==> src/design/lapsel_pkg.sv <==
// Package for the largest aligned page select block: constants, word types and
// the state word carried along the cell chain. No dependencies.
package lapsel_pkg;

   localparam int ADDR_W     = 32;
   localparam int PAGE_SHIFT = 12;
   localparam int MAX_ORDER  = 30;
   localparam int ORDER_W    = 5;
   localparam int NUM_CELLS  = MAX_ORDER - PAGE_SHIFT;

   localparam logic [ADDR_W-1:0] PAGE_LOW = ADDR_W'((64'd1 << PAGE_SHIFT) - 64'd1);
   localparam logic [ADDR_W-1:0] ALL_ONES = '1;

   typedef enum logic [1:0] {
      CSR_REGION_START    = 2'd0,
      CSR_REGION_SIZE     = 2'd1,
      CSR_REGION_WRITABLE = 2'd2
   } csr_index_type;

   typedef struct packed {
      logic [ADDR_W-1:0] offset;
      logic [ADDR_W-1:0] hint_addr;
      logic              want_write;
      logic [ADDR_W-1:0] window_low;
      logic [ADDR_W-1:0] window_high;
   } req_type;

   typedef struct packed {
      logic               status;
      logic [ADDR_W-1:0]  page_base;
      logic [ORDER_W-1:0] page_order;
      logic               write_granted;
      logic [ADDR_W-1:0]  hint_page;
   } rsp_type;

   // Per-word state handed from cell to cell.
   typedef struct packed {
      logic               status;     // offset out of range
      logic               alive;      // order may still grow
      logic               wr;         // write granted
      logic [ORDER_W-1:0] order;
      logic [ADDR_W-1:0]  adr;        // region_start + page offset
      logic [ADDR_W-1:0]  hot;        // page-truncated hot spot
      logic [ADDR_W-1:0]  win_low;    // page-truncated window low
      logic [ADDR_W-1:0]  win_last;   // rounded window high minus one
      logic [ADDR_W:0]    region_end; // region_start + region_size, no wrap
   } cell_type;

endpackage

==> src/design/lapsel_cell.sv <==
// One cell of the order chain: tests whether the block can double once more
// and hands the word on. Depends on lapsel_pkg.
module lapsel_cell (
   input  logic                            clock,
   input  logic                            reset,
   input  logic [lapsel_pkg::ADDR_W-1:0]   region_start,
   input  logic                            in_valid,
   input  lapsel_pkg::cell_type            in_word,
   output logic                            out_valid,
   output lapsel_pkg::cell_type            out_word
);

   localparam int AW = lapsel_pkg::ADDR_W;

   logic                 valid_ff;
   lapsel_pkg::cell_type word_ff;
   lapsel_pkg::cell_type word_in;
   logic [lapsel_pkg::ORDER_W:0] n;
   logic [AW-1:0] low_mask;
   logic [AW-1:0] mb;
   logic [AW-1:0] hb;
   logic [AW:0]   mb_end;
   logic [AW:0]   hb_last;
   logic          grow;

   always_comb begin
      n        = {1'b0, in_word.order} + (lapsel_pkg::ORDER_W + 1)'(1);
      low_mask = AW'(((AW + 1)'(1) << n) - (AW + 1)'(1));
      mb       = in_word.adr & ~low_mask;
      hb       = in_word.hot & ~low_mask;
      mb_end   = {1'b0, mb} + {1'b0, low_mask} + (AW + 1)'(1);
      hb_last  = {1'b0, hb} + {1'b0, low_mask};
      grow     = in_word.alive
                 && (mb >= region_start)
                 && (mb_end <= in_word.region_end)
                 && (hb >= in_word.win_low)
                 && (hb_last <= {1'b0, in_word.win_last})
                 && (in_word.hot != lapsel_pkg::ALL_ONES)
                 && (((in_word.adr ^ in_word.hot) & low_mask) == '0);
      word_in       = in_word;
      word_in.alive = grow;
      word_in.order = grow ? in_word.order + lapsel_pkg::ORDER_W'(1) : in_word.order;
   end

   always_ff @(posedge clock) begin
      if (reset) begin
         valid_ff <= 1'b0;
      end else begin
         valid_ff <= in_valid;
      end
      word_ff <= word_in;
   end

   assign out_valid = valid_ff;
   assign out_word  = word_ff;

endmodule
==> config.mk <==
export PLATFORM = sky130hd
export DESIGN_NAME = lapsel_cell
export DESIGN_NICKNAME = d
export VERILOG_FILES = /design/src/design/lapsel_pkg.sv /design/src/design/lapsel_cell.sv
export SDC_FILE = /design/constraint.sdc
export NUM_CORES = 1
export LEC_CHECK = 0
export BUFFER_PORTS_ARGS = -buffer_cell sky130_fd_sc_hd__buf_2
export CAP_MARGIN = 20
export CORE_ASPECT_RATIO = 1.5
export CORE_MARGIN = 2
export CORE_UTILIZATION = 30
export DETAILED_ROUTE_END_ITERATION = 10
export MAX_ROUTING_LAYER = met4
export SLEW_MARGIN = 20
export SYNTH_ARGS = -nofsm -noshare
export SYNTH_HDL_FRONTEND = slang
export SYNTH_SLANG_ARGS = --single-unit
==> constraint.sdc <==
create_clock -name clock -period 12.6 [get_ports clock]
set_input_delay 1.26 -clock clock [delete_from_list [all_inputs] [get_ports clock]]
set_output_delay 1.26 -clock clock [all_outputs]
set_load 0.05 [all_outputs]
==> metrics.md <==
| Metric | Value |
|---|---|
| Antenna violations before repair | 0 |
| Grt total ovfl | 0 |
| CP Class | input port to flip-flop |
| CP max stage cell | a21boi_0 |
| Core Rows | 87 |
| Syn. warnings | 0 |
| EDFF count, synth | 0 |
| Clock slew at reported path FFs | 0.07 ns |
| Root buffer cell | clkbuf_16 |
| Die span in x | 163 um |
| Yosys cell types | 99 |
| Outcome | finished clean |
| Post-route ant nets | 0 |
| Final wirelength | about 46,000 um |
| Worst Tran Pin Value | 0.935 ns |
| H-tree depth reported by CTS | 4 |
| Mapped Cells | 1,321 |
| Worst hold path type | input port to flip-flop |
| Global placement routability congestion | ~0.97 |
| CP Capture Type | flip-flop |
| # setup viols final | 0 |
| Post-synth top area cell | dfxtp_1 |
| Worst path max stage delay | 0.70 ns |
| Final core utilization | 38.2% |
| Leak | 0.00704 uW |
| Largest net degree at the start of global routing | 42 |
| Iteration-0 DRC Markers | 696 |
| Top FF cell, synth | dfxtp_1 |
| Postcts setup bufs | 0 |
| Post-layout instance count excluding filler cells | 2,194 |
| Crit path DAT | 9.65 ns |
| Layout Nets | 2,033 |
| CP Data Required Time | 12.95 ns |
| Die Y | 242 um |
| Seq cells post-synth | 170 |
| Tmin final | 9.30 ns |
| P per Cell Area | 122 mW/mm^2 |
| CP Buf/Inv Count | 3 |
| Syn nets | 1,662 |
| Routing usage on met2 | 41.9% |
| Syn-to-layout area delta | 26.2% |
| Slew HR | 37.1% |
| Syn Area/Cell | 8.58 um^2 |
| Final period util | 73.8% |
| Count of pins over their slew limit | 0 |
| MaxCap Viol Count | 0 |
| Deepest clock path buffer count | 2 |
| First-pass GRT wire length | around 67,000 um |
| Antenna cells | 0 |
| Worst vdd ir | between 70 and 80 uV |
| Initial Utilization | between 30% and 40% |
| Hold Buf Count CTS | 0 |
| Max Fanout on Critical Path | 41 |
| Worst setup SP type | input port |
| Vias in the first global route | 11.5k |
| Power Total | 1740 uW |
| Most frequent CP cell | ha_1 |
| CTS tree | yes |
| Area of the core | roughly 0.037 mm^2 |
| Yosys top cell area share | 30.0% |
| DR vias/cell | approximately 5.2 |
| Number of detailed-route iterations in the first pass | 8 |
| GR Util met3 | 2.88% |
| Final hold violation count | 0 |
| Layout cell share with drive strength beyond 1 | 27.4% |
| Met1 GRT Util | 24.1% |
| I/O pin count | 374 |
| Detail Placement HPWL | 38,400 um |
| Sum Neg Setup Slack | 0 ns |
| Synthesized area | ~0.011 mm^2 |
| # placed instances | 2,162 |
| Peak Freq | between 100 and 150 MHz |
| Top cells by area, synth | dfxtp_1 (30%), ha_1 (15%), inv_1 (5.4%), xnor2_1 (4.0%), xor2_1 (3.4%) |
| Routed length per instance | about 21 um |
| CTS Buf Count | 17 |
| FFs w/ async S/R, synth | 0% |
| Top delay family on crit path | simple AND/OR/NAND/NOR gates |
| RSZ-0062 raised after global routing | false |
| Register area share after synthesis | 30.0% |
| Post-CTS Resized | 0 |
| Clock sink count | 170 |
| Gr usage total | a little under a quarter |
| Gr busiest metal | met2 |
| Die footprint | 0.0394 mm^2 |
| Count leader, synth | dfxtp_1 |
| # port buffers | 373 |
| Most common library cells after synthesis | dfxtp_1 (170), inv_1 (162), ha_1 (137) |
| DRC | 0 |
| Routed vias | 11.3k |
==> logic make-up after synthesis <==
| family | after synthesis | synth area share [%] |
|---|---|---|
| AND/OR/NAND/NOR | 437 | 21.8 |
| AO/OA/AOI/OAI | 277 | 17.7 |
| buffers and inverters | 197 | 7.29 |
| flip-flops | 170 | 30.0 |
| adder cells (fa/ha/maj) | 137 | 15.1 |
| XOR/XNOR | 97 | 7.56 |
| multiplexers | 5 | 0.464 |
| other | 1 | 0.0331 |
==> final cells by class <==
class	instances	area [um^2]
fill	3923	23100
sequential	170	3400
tap	489	612
clock inverter	15	175
multi-input combinational	954	7110
timing repair buffer	387	1970
inverter	162	608
clock buffer	17	425
==> worst paths after layout <==
path / slack, ns / startpoint / to / cells after the start
setup / recovery: 3.30 / in_word[161] / out_word[162] / 28
hold / removal: 0.90 / in_word[168] / out_word[168] / 1
==> per-stage QoR <==
stage	setup WS, ns	area, um^2	hold slack, ns
final	3.30	14300	0.901
after floorplan	5.17	11300	1.29
after global routing	2.81	14300	0.875
after CTS	3.50	14300	0.875
after detailed placement	3.03	13700	1.36
after global placement	3.32	13700	1.36
==> power by group <==
group          switching, uW  total, uW  internal (uW)  leakage, uW
combinational            420        628            208      0.00531
sequential              5.84        571            566      0.00143
clock                    255        539            283     0.000295
total                    681       1740           1060      0.00704
==> state kept, by name, summed over array words and instances, names as in the netlist <==
register / flops
out_valid: 1
out_word: 169
==> routing by layer <==
layer | part of all wire (%) | up-vias | wire [um]
li1 | - | 5427 | -
met3 | 4.4 | 99 | 2000
met1 | 38 | 5368 | 17500
met2 | 52 | 423 | 23900
met4 | 5.2 | 0 | 2400
met5 | 0 | - | 0
==> cell usage in the layout (no fill, tap or decap), types with 5 or more instances in the layout <==
master,Yosys,final
clkbuf_16,0,17
nand3_1,40,40
and3_1,12,12
o2111ai_1,9,9
o21ai_0,41,41
a31oi_1,15,15
nand4b_1,5,5
o22ai_1,6,6
a2111oi_0,7,7
a21o_1,20,20
nor4_1,10,10
inv_6,0,5
a21oi_1,61,61
nor4bb_1,5,5
or3_1,5,5
buf_4,6,14
nor4b_1,5,5
inv_1,162,162
and2_1,36,36
xor2_1,44,44
nor3_1,22,22
xnor2_1,52,52
nand4_1,36,36
ha_1,137,137
o211ai_1,18,18
nand2_1,72,72
or2_2,12,12
dfxtp_1,170,170
nand2b_1,18,18
nor2_1,96,96
buf_2,9,373
o221ai_1,7,7
nor2b_1,27,27
a211oi_1,16,16
nand3b_1,5,5
a211o_1,5,5
No activity file was read; power rests on OpenSTA's default activity.
