**src/design/lapsel_pkg.sv**
```systemverilog
// Package for the largest aligned page select block: constants, word types and
// the state word carried along the cell chain. No dependencies.
package lapsel_pkg;

   localparam int ADDR_W     = 32;
   localparam int PAGE_SHIFT = 12;
   localparam int MAX_ORDER  = 30;
   localparam int ORDER_W    = 5;
   localparam int NUM_CELLS  = MAX_ORDER - PAGE_SHIFT;

   localparam logic [ADDR_W-1:0] PAGE_LOW = ADDR_W'((64'd1 << PAGE_SHIFT) - 64'd1);
   localparam logic [ADDR_W-1:0] ALL_ONES = '1;

   typedef enum logic [1:0] {
      CSR_REGION_START    = 2'd0,
      CSR_REGION_SIZE     = 2'd1,
      CSR_REGION_WRITABLE = 2'd2
   } csr_index_type;

   typedef struct packed {
      logic [ADDR_W-1:0] offset;
      logic [ADDR_W-1:0] hint_addr;
      logic              want_write;
      logic [ADDR_W-1:0] window_low;
      logic [ADDR_W-1:0] window_high;
   } req_type;

   typedef struct packed {
      logic               status;
      logic [ADDR_W-1:0]  page_base;
      logic [ORDER_W-1:0] page_order;
      logic               write_granted;
      logic [ADDR_W-1:0]  hint_page;
   } rsp_type;

   // Per-word state handed from cell to cell.
   typedef struct packed {
      logic               status;     // offset out of range
      logic               alive;      // order may still grow
      logic               wr;         // write granted
      logic [ORDER_W-1:0] order;
      logic [ADDR_W-1:0]  adr;        // region_start + page offset
      logic [ADDR_W-1:0]  hot;        // page-truncated hot spot
      logic [ADDR_W-1:0]  win_low;    // page-truncated window low
      logic [ADDR_W-1:0]  win_last;   // rounded window high minus one
      logic [ADDR_W:0]    region_end; // region_start + region_size, no wrap
   } cell_type;

endpackage

```
**src/design/lapsel_front.sv**
```systemverilog
// Entry stage: truncates and rounds the request fields and forms the region
// address and end. Depends on lapsel_pkg.
module lapsel_front (
   input  logic                            clock,
   input  logic                            reset,
   input  logic                            in_valid,
   input  lapsel_pkg::req_type             req,
   input  logic [lapsel_pkg::ADDR_W-1:0]   region_start,
   input  logic [lapsel_pkg::ADDR_W-1:0]   region_size,
   input  logic                            region_writable,
   output logic                            out_valid,
   output lapsel_pkg::cell_type            out_word
);

   logic                 valid_ff;
   lapsel_pkg::cell_type word_ff;
   lapsel_pkg::cell_type word_in;
   logic [lapsel_pkg::ADDR_W-1:0] offs;
   logic [lapsel_pkg::ADDR_W-1:0] hi;

   always_comb begin
      offs             = req.offset & ~lapsel_pkg::PAGE_LOW;
      hi               = (req.window_high + lapsel_pkg::PAGE_LOW) & ~lapsel_pkg::PAGE_LOW;
      word_in.status   = (offs >= region_size);
      word_in.alive    = (offs < region_size);
      word_in.wr       = req.want_write & region_writable;
      word_in.order    = lapsel_pkg::ORDER_W'(lapsel_pkg::PAGE_SHIFT);
      word_in.adr      = region_start + offs;
      word_in.hot      = req.hint_addr & ~lapsel_pkg::PAGE_LOW;
      word_in.win_low  = req.window_low & ~lapsel_pkg::PAGE_LOW;
      word_in.win_last = hi - lapsel_pkg::ADDR_W'(1);
      word_in.region_end = {1'b0, region_start} + {1'b0, region_size};
   end

   always_ff @(posedge clock) begin
      if (reset) begin
         valid_ff <= 1'b0;
      end else begin
         valid_ff <= in_valid;
      end
      word_ff <= word_in;
   end

   assign out_valid = valid_ff;
   assign out_word  = word_ff;

endmodule

```
**config.mk**
```make
export PLATFORM = sky130hd
export DESIGN_NAME = lapsel_front
export DESIGN_NICKNAME = d
export VERILOG_FILES = /design/src/design/lapsel_pkg.sv /design/src/design/lapsel_front.sv
export SDC_FILE = /design/constraint.sdc
export NUM_CORES = 1
export LEC_CHECK = 0
export BUFFER_PORTS_ARGS = -buffer_cell sky130_fd_sc_hd__buf_2
export CAP_MARGIN = 20
export CORE_UTILIZATION = 30
export DETAILED_ROUTE_END_ITERATION = 16
export GPL_ROUTABILITY_DRIVEN = 0
export PLACE_DENSITY_LB_ADDON = 0.1
export SLEW_MARGIN = 5
export SYNTH_ARGS = -nofsm -noshare
export SYNTH_HDL_FRONTEND = slang
export SYNTH_SLANG_ARGS = --single-unit
```
**constraint.sdc**
```tcl
create_clock -name clock -period 2.8 [get_ports clock]
set_clock_uncertainty 0.05 [all_clocks]
set_input_delay 0.28 -clock clock [delete_from_list [all_inputs] [get_ports clock]]
set_output_delay 0.28 -clock clock [all_outputs]
set_load 0.05 [all_outputs]
```
==> reports/metrics.cfg, run 1 <==
[outcome]
outcome = finished, final reports clean

[synthesis]
yosys_most_used_dff = dfxtp_1
synth_cell_types = 58
yosysMostFrequentCell = dfxtp_1
yosysWarnings = 0
async_flop_share_pct = 0
synth_commonest_cells = dfxtp_1 (129), ha_1 (72), a21oi_1 (49), xnor2_1 (44), buf_4 (41)
synth_seq_cells = 129
yosysSeqAreaShare_pct = 40.0
synth_largest_area_cell = dfxtp_1
syn_area_sq_mm = 0.00645
synth_area_leaders = dfxtp_1 (40%), ha_1 (14%), xnor2_1 (6.0%)
synth_edf_count = 0
synth_area_per_cell_sq_um = 9.70
syn_inst = 665
synth_top_area_share_pct = 40.0

[sta]
fin_crit_ns = 2.58
slew_viol_final = 0
layout_setup_ws_ns = 0.223
hold_viol = 0
fmax_mhz = 388
setup_viol = 0
rsz0062_at_grt = no
fin_crit_sh_pct = 92.0
maxSlewHeadroom_pct = 65.0
tightest_slew_ns = 0.520

[worst_setup_path]
worstSetupPathType = primary input to flip-flop
path_cells = dlygate4sd3_1 > buf_2 > ha_1 > a21oi_1 > nand2_1 > or2_2 > o21ai_1 > buf_4 > o31ai_1 > buf_4 > a311o_1 > a21oi_1 > xnor2_1
cp_max_fo = 4
worstSetupStartpointType = primary input
crit_arrival_ns = 2.87
critPathMaxStageDelay_ns = 0.54
cp_slowest_cell = dlygate4sd3_1
cp_data_required_time_ns = 3.09
cp-end-kind = flip-flop

[clock_network]
cts_setup_buffers = 0
clockBufferDepth = 2
clkTransAtPathRegs_ns = 0.06
htree_levels = 4
tritoncts = yes
root_buffer = clkbuf_16
cts_buffers = 17
cts.sinks = 129

[pwr]
clock_power_share_pct = 35.3
p_seq_share_pct = 32.0
switching_share_pct = 37.1
cellLeakagePower_nw = 4.79
vdd_drop_max_v = 0.000332
p_comb_share_pct = 32.7
p_switching_mw = 2.46
p_total_mw = 6.63
powerDensity_mw_per_mm2 = 697
intPower_mw = 4.17

[global_route]
overflow = 0
grt.met3_usage_pct = 4.29
grt_pass1_wl_microns = 28000
antenna_found_initial = 1
global_route.usage.met2_pct = 27.3
grt_max_degree = 17
track_usage_pct = 16.2
grt-busiest-layer = met2
grtUsageMet1_pct = 19.9
grt_pass1_vias = 5720

[min_path]
hp-start = req[64]
hp-class = primary input to flip-flop
whs_path_depth = 2
min_to = out_word[166]$_DFF_P_

[placed_design]
place_area_sq_mm = 0.00833
dpl.hpwl_microns = 14400
place_ws_ns = -0.180
io_buffer_count = 289

[floorplanning]
die_y_microns = 149
row_count = 53
dieArea_sq_mm = 0.0221
num_io_pins = 367
start_util_pct = 30.6
die_w_microns = 149
core_sq_mm = 0.0211

[routing]
post-route-drc-count = 0
antenna_left = 0
viasPerCell = 4.42
wirelength_microns = 18100
wl_per_cell_microns = 13.5
num_vias = 5951
drt_iter0_markers = 169
firstDrtPassIters = 4

[finish]
area_delta_synth_final_pct = 47.3
final_nets = 1328
drive_gt1_share_pct = 35.0
n_fill_cell = 2136
post-route-cell-area_sq_mm = 0.00951

[flow_run]
cap_violations = 0

## power by group through the flow
stage / logic (mW) / registers (mW) / clock network, mW
floorplan: 0.726 / 2.98 / 0
CTS: 2.18 / 2.12 / 2.43
global placement: 2.12 / 2.16 / 0
finish: 2.17 / 2.12 / 2.34
global route: 2.31 / 2.14 / 2.52
detailed placement: 2.11 / 2.16 / 0
## cell families after synthesis
family	Yosys count	share of synthesized area [%]
other	2	0.116
xor gates and xnor gates	66	8.96
adders and majority gates	74	14.6
buffers and inverters	83	7.33
and+or+nand+nor	153	12.7
AOI/OAI and AO/OA	157	16.1
DFF	129	40.0
muxes	1	0.155
## cell usage in the layout, fill, tap and decap left out, drive strengths merged, types with 7 or more instances in the layout
| master | count |
|---|---|
| xor2 | 22 |
| nand2 | 33 |
| nor3 | 14 |
| a21oi | 49 |
| dfxtp | 129 |
| xnor2 | 44 |
| nor2b | 10 |
| buf | 327 |
| inv | 40 |
| nand4 | 7 |
| o21a | 8 |
| ha | 72 |
| nor4 | 10 |
| a31oi | 8 |
| conb | 41 |
| o21ai | 22 |
| dlygate4sd3 | 55 |
| clkbuf | 19 |
| nand3 | 9 |
| a21o | 31 |
| nor2 | 38 |
## layer usage
layer  vias to the layer above  wire, microns
met4                         0            269
met3                        15           1240
met2                       213           8390
met1                      2665           8220
li1                       3058              -
met5                         -              0
## worst max-delay path, delay by kind of cell
| kind | cells | cell delay, ns |
|---|---|---|
| XOR/XNOR | 1 | 0.12 |
| buffers and inverters | 4 | 0.97 |
| AO/OA/AOI/OAI | 5 | 0.89 |
| AND/OR/NAND/NOR | 2 | 0.35 |
| adder cells (fa/ha/maj) | 1 | 0.24 |
## state kept, by name, summed over array words and instances (netlist names)
name,count
out_word,128
out_valid,1
## stage by stage
step	utilization, %	setup TNS [ns]	cells	hold slack (ns)
2_1_floorplan	-	0	704	0.258
5_1_grt	45.1	0	1346	0.00384
3_3_place_gp	39.5	-0.267	1258	0.333
4_1_cts	45.1	0	1345	0.000735
3_5_place_dp	39.5	-0.392	1258	0.334
6_report	45.1	0	1346	0.0224
## how the worst max path moves through the flow
stage / start / cells after the start / end
after global placement: req[109] / 13 / out_word[157]$_DFF_P_
after CTS: region_start[11] / 13 / out_word[25]$_DFF_P_
after detailed placement: req[109] / 13 / out_word[157]$_DFF_P_
after global routing: req[109] / 13 / out_word[157]$_DFF_P_
final: region_start[11] / 13 / out_word[25]$_DFF_P_
after floorplan: req[109] / 11 / out_word[157]$_DFF_P_
## repair_timing
action	CTS	global route
resized for setup	0	1
endpoints found under the hold margin	55	0
hold buffers	55	0
setup endpoints to repair	0	1
## final cells by class
type                    instances  area [sq um]  area share (%)
well taps                     275           344            3.62
repair buffers                382          2280            24.0
inverters                      35           131            1.38
multi-input cells             492          3540            37.3
flip-flops and latches        129          2580            27.2
clock inverters                13           175            1.84
clock buffers                  19           443            4.66
diodes                          1          2.50          0.0263
Power figures use the tool's default switching activity.
==> inputs of run 2 (changes only) <==
--- a/config.mk
+++ b/config.mk
@@ -11,6 +11,7 @@
 export DETAILED_ROUTE_END_ITERATION = 16
 export GPL_ROUTABILITY_DRIVEN = 0
 export PLACE_DENSITY_LB_ADDON = 0.1
+export SETUP_SLACK_MARGIN = 0.1
 export SLEW_MARGIN = 5
 export SYNTH_ARGS = -nofsm -noshare
 export SYNTH_HDL_FRONTEND = slang
==> constraint.sdc (replaced) <==
create_clock -name clock -period 3.27 [get_ports clock]
set_clock_uncertainty 0.05 [all_clocks]
set_input_delay 0.327 -clock clock [delete_from_list [all_inputs] [get_ports clock]]
set_output_delay 0.327 -clock clock [all_outputs]
set_load 0.05 [all_outputs]
==> run 2 against run 1 <==
Net effect:
- sequential power shrank 15%
- non-clock buffer count decreased by 34
- critical path depth is the same
- hold slack improved by 0.024 ns
- design area decreased by 2.8%
- power fell by 15%
- highest routed layer unchanged
- combinational power is 17% lower
- utilization down 1.2 points
- final cell count down 2.6%
- count of clock-buffer cells in the layout down 1
==> reports/metrics.cfg, run 2 (synthesis gave the netlist of run 1 again) <==
[outcome]
outcome = finished, final reports clean

[floorplanning]
row_count = 53
start_util_pct = 30.6
die_w_microns = 149
die_y_microns = 149
core_sq_mm = 0.0211
dieArea_sq_mm = 0.0221
num_io_pins = 367

[clock_network]
cts_setup_buffers = 0
root_buffer = clkbuf_16
cts.sinks = 129
clockBufferDepth = 2
clkTransAtPathRegs_ns = 0.06
tritoncts = yes
htree_levels = 4
cts_buffers = 17

[global_route]
antenna_found_initial = 0
grt_pass1_vias = 5558
grt_pass1_wl_microns = 27500
track_usage_pct = 16.0
overflow = 0
grt_max_degree = 17

[pwr]
switching_share_pct = 37.5
vdd_drop_max_v = 0.000266
powerDensity_mw_per_mm2 = 607
clock_power_share_pct = 35.4
cellLeakagePower_nw = 4.63
intPower_mw = 3.51
p_seq_share_pct = 32.3
p_switching_mw = 2.10
p_comb_share_pct = 32.2

[sta]
fin_crit_sh_pct = 91.1
fin_setup_tns_ns = 0
hold_viol = 0
worst_hold_slack_ns = 0.0464
fmax_mhz = 336
slew_viol_final = 0
fin_crit_ns = 2.98
setup_viol = 0
rsz0062_at_grt = no
tightest_slew_ns = 0.529
maxSlewHeadroom_pct = 64.6
layout_setup_ws_ns = 0.290

[finish]
stdcell_count = 1311
n_fill_cell = 2176
insertedDiodeCount = 0
final_cell_mix = buf_2 (289), dfxtp_1 (129), ha_1 (72)
drive_gt1_share_pct = 33.4
layout_commonest_cell = buf_2
largest_register_ffs = 128
area_delta_synth_final_pct = 43.2
final_nets = 1294

[worst_setup_path]
worstSetupPathType = primary input to flip-flop
cp_max_fo = 4
cp_data_required_time_ns = 3.56
cp-end-kind = flip-flop
worstSetupStartpointType = primary input
crit_arrival_ns = 3.27

[min_path]
whs_path_depth = 2
hp-start = req[31]
hp-class = primary input to flip-flop
min_to = out_word[64]$_DFF_P_

[placed_design]
io_buffer_count = 289
place_ws_ns = 0.221
placedCellCount = 1226
dpl.hpwl_microns = 14300

[routing]
post-route-drc-count = 0
drt_iter0_markers = 135
viasPerCell = 4.47
wl_per_cell_microns = 13.6
wirelength_microns = 17900
antenna_left = 0
num_vias = 5858
firstDrtPassIters = 4

[flow_run]
cap_violations = 0

[run 2: layout make-up]
class	instances	area (sq um)	area share (%)
Multi-Input combinational cell	492	3560	38.5
Sequential cell	129	2580	27.9
Timing Repair Buffer	348	2020	21.9
Clock buffer	18	429	4.64
Tap cell	275	344	3.72
Clock inverter	14	176	1.91
Inverter	35	131	1.42
[run 2: metrics by stage]
| step | total power [mW] | cell area [sq um] | util (%) |
|---|---|---|---|
| floorplan | 3.18 | 6600 | - |
| global placement | 3.61 | 8090 | 38.4 |
| detailed placement | 3.61 | 8090 | 38.4 |
| CTS | 5.69 | 9230 | 43.8 |
| global route | 5.89 | 9240 | 43.8 |
| finish | 5.61 | 9240 | 43.8 |
[run 2: power groups by stage]
stage / Sequential (mW) / Combinational [mW] / Clock [mW]
5_1_grt: 1.83 / 1.93 / 2.13
4_1_cts: 1.82 / 1.82 / 2.06
2_1_floorplan: 2.56 / 0.622 / 0
3_5_place_dp: 1.85 / 1.76 / 0
6_report: 1.81 / 1.81 / 1.99
3_3_place_gp: 1.85 / 1.76 / 0
[run 2: metal layers]
layer / up-vias / GRT usage [%] / wire length (microns)
met1: 2631 / 20.0 / 8320
li1: 2991 / - / -
met4: 0 / 6.24 / 316
met5: - / 0 / 0
met3: 16 / 3.65 / 1060
met2: 220 / 26.5 / 8170
[run 2: worst max path at each step]
stage	startpoint	to	slack (ns)
global placement	req[109]	out_word[157]$_DFF_P_	0.22
detailed placement	req[109]	out_word[157]$_DFF_P_	0.22
CTS	region_start[0]	out_word[20]$_DFF_P_	0.24
finish	region_start[1]	out_word[25]$_DFF_P_	0.29
floorplan	req[109]	out_word[157]$_DFF_P_	0.66
global route	region_start[1]	out_word[25]$_DFF_P_	0.11
[run 2: timing repair]
action	4_1_cts	5_1_grt
gates resized for setup	0	4
endpoints found under the setup margin	0	5
hold buffers	53	0
hold endpoints to repair	53	0
[run 2: worst max-delay path, stage by stage]
cell and delay [ns]:
dlygate4sd3_1 0.53, buf_2 0.14, ha_1 0.30, a211o_1 0.31
a21oi_1 0.29, a211oi_2 0.15, o21ai_0 0.19, buf_4 0.16
o31ai_1 0.06, buf_4 0.16, a311o_1 0.34, a21oi_1 0.17
xnor2_1 0.13
==> inputs of run 3 (changes only) <==
--- a/config.mk
+++ b/config.mk
@@ -5,6 +5,7 @@
 export SDC_FILE = /design/constraint.sdc
 export NUM_CORES = 1
 export LEC_CHECK = 0
+export ABC_AREA = 1
 export BUFFER_PORTS_ARGS = -buffer_cell sky130_fd_sc_hd__buf_2
 export CAP_MARGIN = 20
 export CORE_UTILIZATION = 30
==> run 3 against run 2 <==
Net effect:
- hold slack got worse by 0.00082 ns
- synthesized cell count up 61%
- via count increased by 34%
- maximum frequency rose by 6.2%
- largest cell class unchanged
- global-route usage increased by 3.2 points
- highest routed layer unchanged
- critical endpoint is now out_word[30]$_DFF_P_
==> reports/metrics.cfg, run 3 <==
[outcome]
outcome = finished, final reports clean

[routing]
num_vias = 7871
post-route-drc-count = 0
route.met2.wl_microns = 12000
wirelength_microns = 25500
drt_iter0_markers = 346
viasPerCell = 4.43
wl_per_cell_microns = 14.4
firstDrtPassIters = 5
met3_length_microns = 1330
antenna_left = 0
wl_met1_microns = 11800
top_layer_used = met4

[synthesis]
syn_inst = 1073
synthXorXnorAreaFrac_pct = 6.03
synth_top_family_by_area = simple AND/OR/NAND/NOR gates
synth_largest_area_cell = dfxtp_1
synth_compound_area_share_pct = 10.2
syn_area_sq_mm = 0.00785
synth_area_per_cell_sq_um = 7.31
synth_edf_count = 0
synth_area_leaders = dfxtp_1 (33%), nand2_1 (12%), ha_1 (11%)
synth-adder-area-share_pct = 12.0
yosysSeqAreaShare_pct = 32.9
yosysMostFrequentCell = nand2_1
yosys_most_used_dff = dfxtp_1
synth_cell_types = 37
synth_commonest_cells = nand2_1 (243), inv_1 (133), dfxtp_1 (129), nor2_1 (113), ha_1 (72)
yosysWarnings = 0
synth_seq_cells = 129
async_flop_share_pct = 0
synth_top_area_share_pct = 32.9
synthSimpleGateAreaFrac_pct = 27.9
muxShareOfSynthArea_pct = 0

[worst_setup_path]
cp.buffers_inverters = 3
cp_max_fo = 4
crit_arrival_ns = 3.08
path_cells = dlygate4sd3_1 > buf_2 > ha_1 > inv_1 > fa_1 > o21ai_0 > nand2_1 > nand2_1 > a21oi_1 > o21bai_1 > nand3b_1 > nand3_1 > nand2_1
crit_family = compound AO/OA/AOI/OAI gates
critPathMaxStageDelay_ns = 0.52
cp_data_required_time_ns = 3.54
worstSetupStartpointType = primary input
cp-end-kind = flip-flop
cp_slowest_cell = dlygate4sd3_1
worstSetupPathType = primary input to flip-flop
cp_common_cell = nand2_1

[pwr]
p_seq_share_pct = 31.3
cellLeakagePower_nw = 5.60
powerDensity_mw_per_mm2 = 544
clock_power_share_pct = 35.4
p_switching_mw = 2.36
vdd_drop_max_v = 0.000336
p_comb_share_pct = 33.3
switching_share_pct = 40.6
intPower_mw = 3.46

[placed_design]
placedCellCount = 1689
place_ws_ns = 0.586
dpl.hpwl_microns = 21300
io_buffer_count = 289
place_area_sq_mm = 0.00953

[floorplanning]
start_util_pct = 30.9
num_io_pins = 367
core_sq_mm = 0.0254
die_w_microns = 164
dieArea_sq_mm = 0.0268
die_y_microns = 164
row_count = 58

[global_route]
grt_pass1_wl_microns = 39600
grt_max_degree = 19
track_usage_pct = 19.2
grt_pass1_vias = 7611
antenna_found_initial = 0
overflow = 0

[sta]
layout_setup_ws_ns = 0.464
tightest_slew_ns = 0.712
maxSlewHeadroom_pct = 52.0
setup_viol = 0
fmax_mhz = 356
fin_setup_tns_ns = 0
slew_viol_final = 0
rsz0062_at_grt = no
hold_viol = 0
fin_crit_sh_pct = 85.8
fin_crit_ns = 2.81
worst_hold_slack_ns = 0.0455

[finish]
n_fill_cell = 2740
post-route-cell-area_sq_mm = 0.0107
final_cell_mix = buf_2 (289), nand2_1 (243), inv_1 (133)
largest_register_ffs = 128
area_delta_synth_final_pct = 36.3
register_area_sq_mm = 0.00258
multi_input_area_sq_mm = 0.00456
drive_gt1_share_pct = 25.5
final_nets = 1702
layout_commonest_cell = buf_2
stdcell_count = 1775

[min_path]
hp-class = primary input to flip-flop
hp-start = in_valid
min_to = out_valid$_SDFF_PP0_
whs_path_depth = 3

[clock_network]
postCtsHoldBufs = 53
root_buffer = clkbuf_16
cts_buffers = 17
cts_setup_buffers = 0
clkTransAtPathRegs_ns = 0.07
htree_levels = 4
cts.sinks = 129
clockBufferDepth = 2
tritoncts = yes
cts_resized = 0

[flow_run]
cap_violations = 0

==> run 3: changes by cell type after synthesis, sizes merged, moves of 14 or more <==
cell and change:
xnor2 -32, nand2 +221, nand3 +52, xor2 +20
a21oi +20, o21ai +14, nor2 +95, inv +105
a21o -24
==> run 3: metal layers <==
metal  vias up  GRT usage, %
met5         -             0
met4         0          5.98
met3        23          3.26
met2       213          32.4
met1      3515          24.9
li1       4120             -
==> run 3: worst max-delay path by stage <==
| stage | start | endpoint | slack, ns | cells past startpoint |
|---|---|---|---|---|
| global route | region_start[0] | out_word[30]$_DFF_P_ | 0.15 | 13 |
| CTS | region_start[0] | out_word[30]$_DFF_P_ | 0.48 | 13 |
| floorplan | region_start[0] | out_word[30]$_DFF_P_ | 1.19 | 11 |
| finish | region_start[0] | out_word[30]$_DFF_P_ | 0.46 | 13 |
| global placement | region_size[0] | out_word[30]$_DFF_P_ | 0.64 | 12 |
| detailed placement | region_size[0] | out_word[30]$_DFF_P_ | 0.59 | 12 |
==> run 3: cell families after synthesis <==
group	count (synthesis)
and+or+nand+nor	489
buffers and inverters	183
AOI/OAI and AO/OA	142
DFF	129
adders and majority gates	74
xor gates and xnor gates	54
other	2
==> run 3: per-stage QoR <==
step	power, mW	utilization (%)
2_1_floorplan	3.27	-
3_3_place_gp	3.75	37.5
3_5_place_dp	3.75	37.5
4_1_cts	5.88	42.1
5_1_grt	6.13	42.1
6_report	5.82	42.1
==> run 3: layout make-up <==
class | instances | area share (%)
clock buffers | 17 | 3.98
clock inverters | 15 | 1.93
multi-input cells | 800 | 42.6
well taps | 330 | 3.86
flip-flops and latches | 129 | 24.1
repair buffers | 342 | 18.5
inverters | 141 | 4.99
diodes | 1 | 0.0234
==> run 3: power groups by stage <==
stage | logic, mW | clock network (mW) | registers, mW
floorplan | 0.706 | 0 | 2.56
global placement | 1.90 | 0 | 1.85
detailed placement | 1.89 | 0 | 1.85
CTS | 1.95 | 2.11 | 1.82
global route | 2.10 | 2.19 | 1.84
finish | 1.94 | 2.06 | 1.82
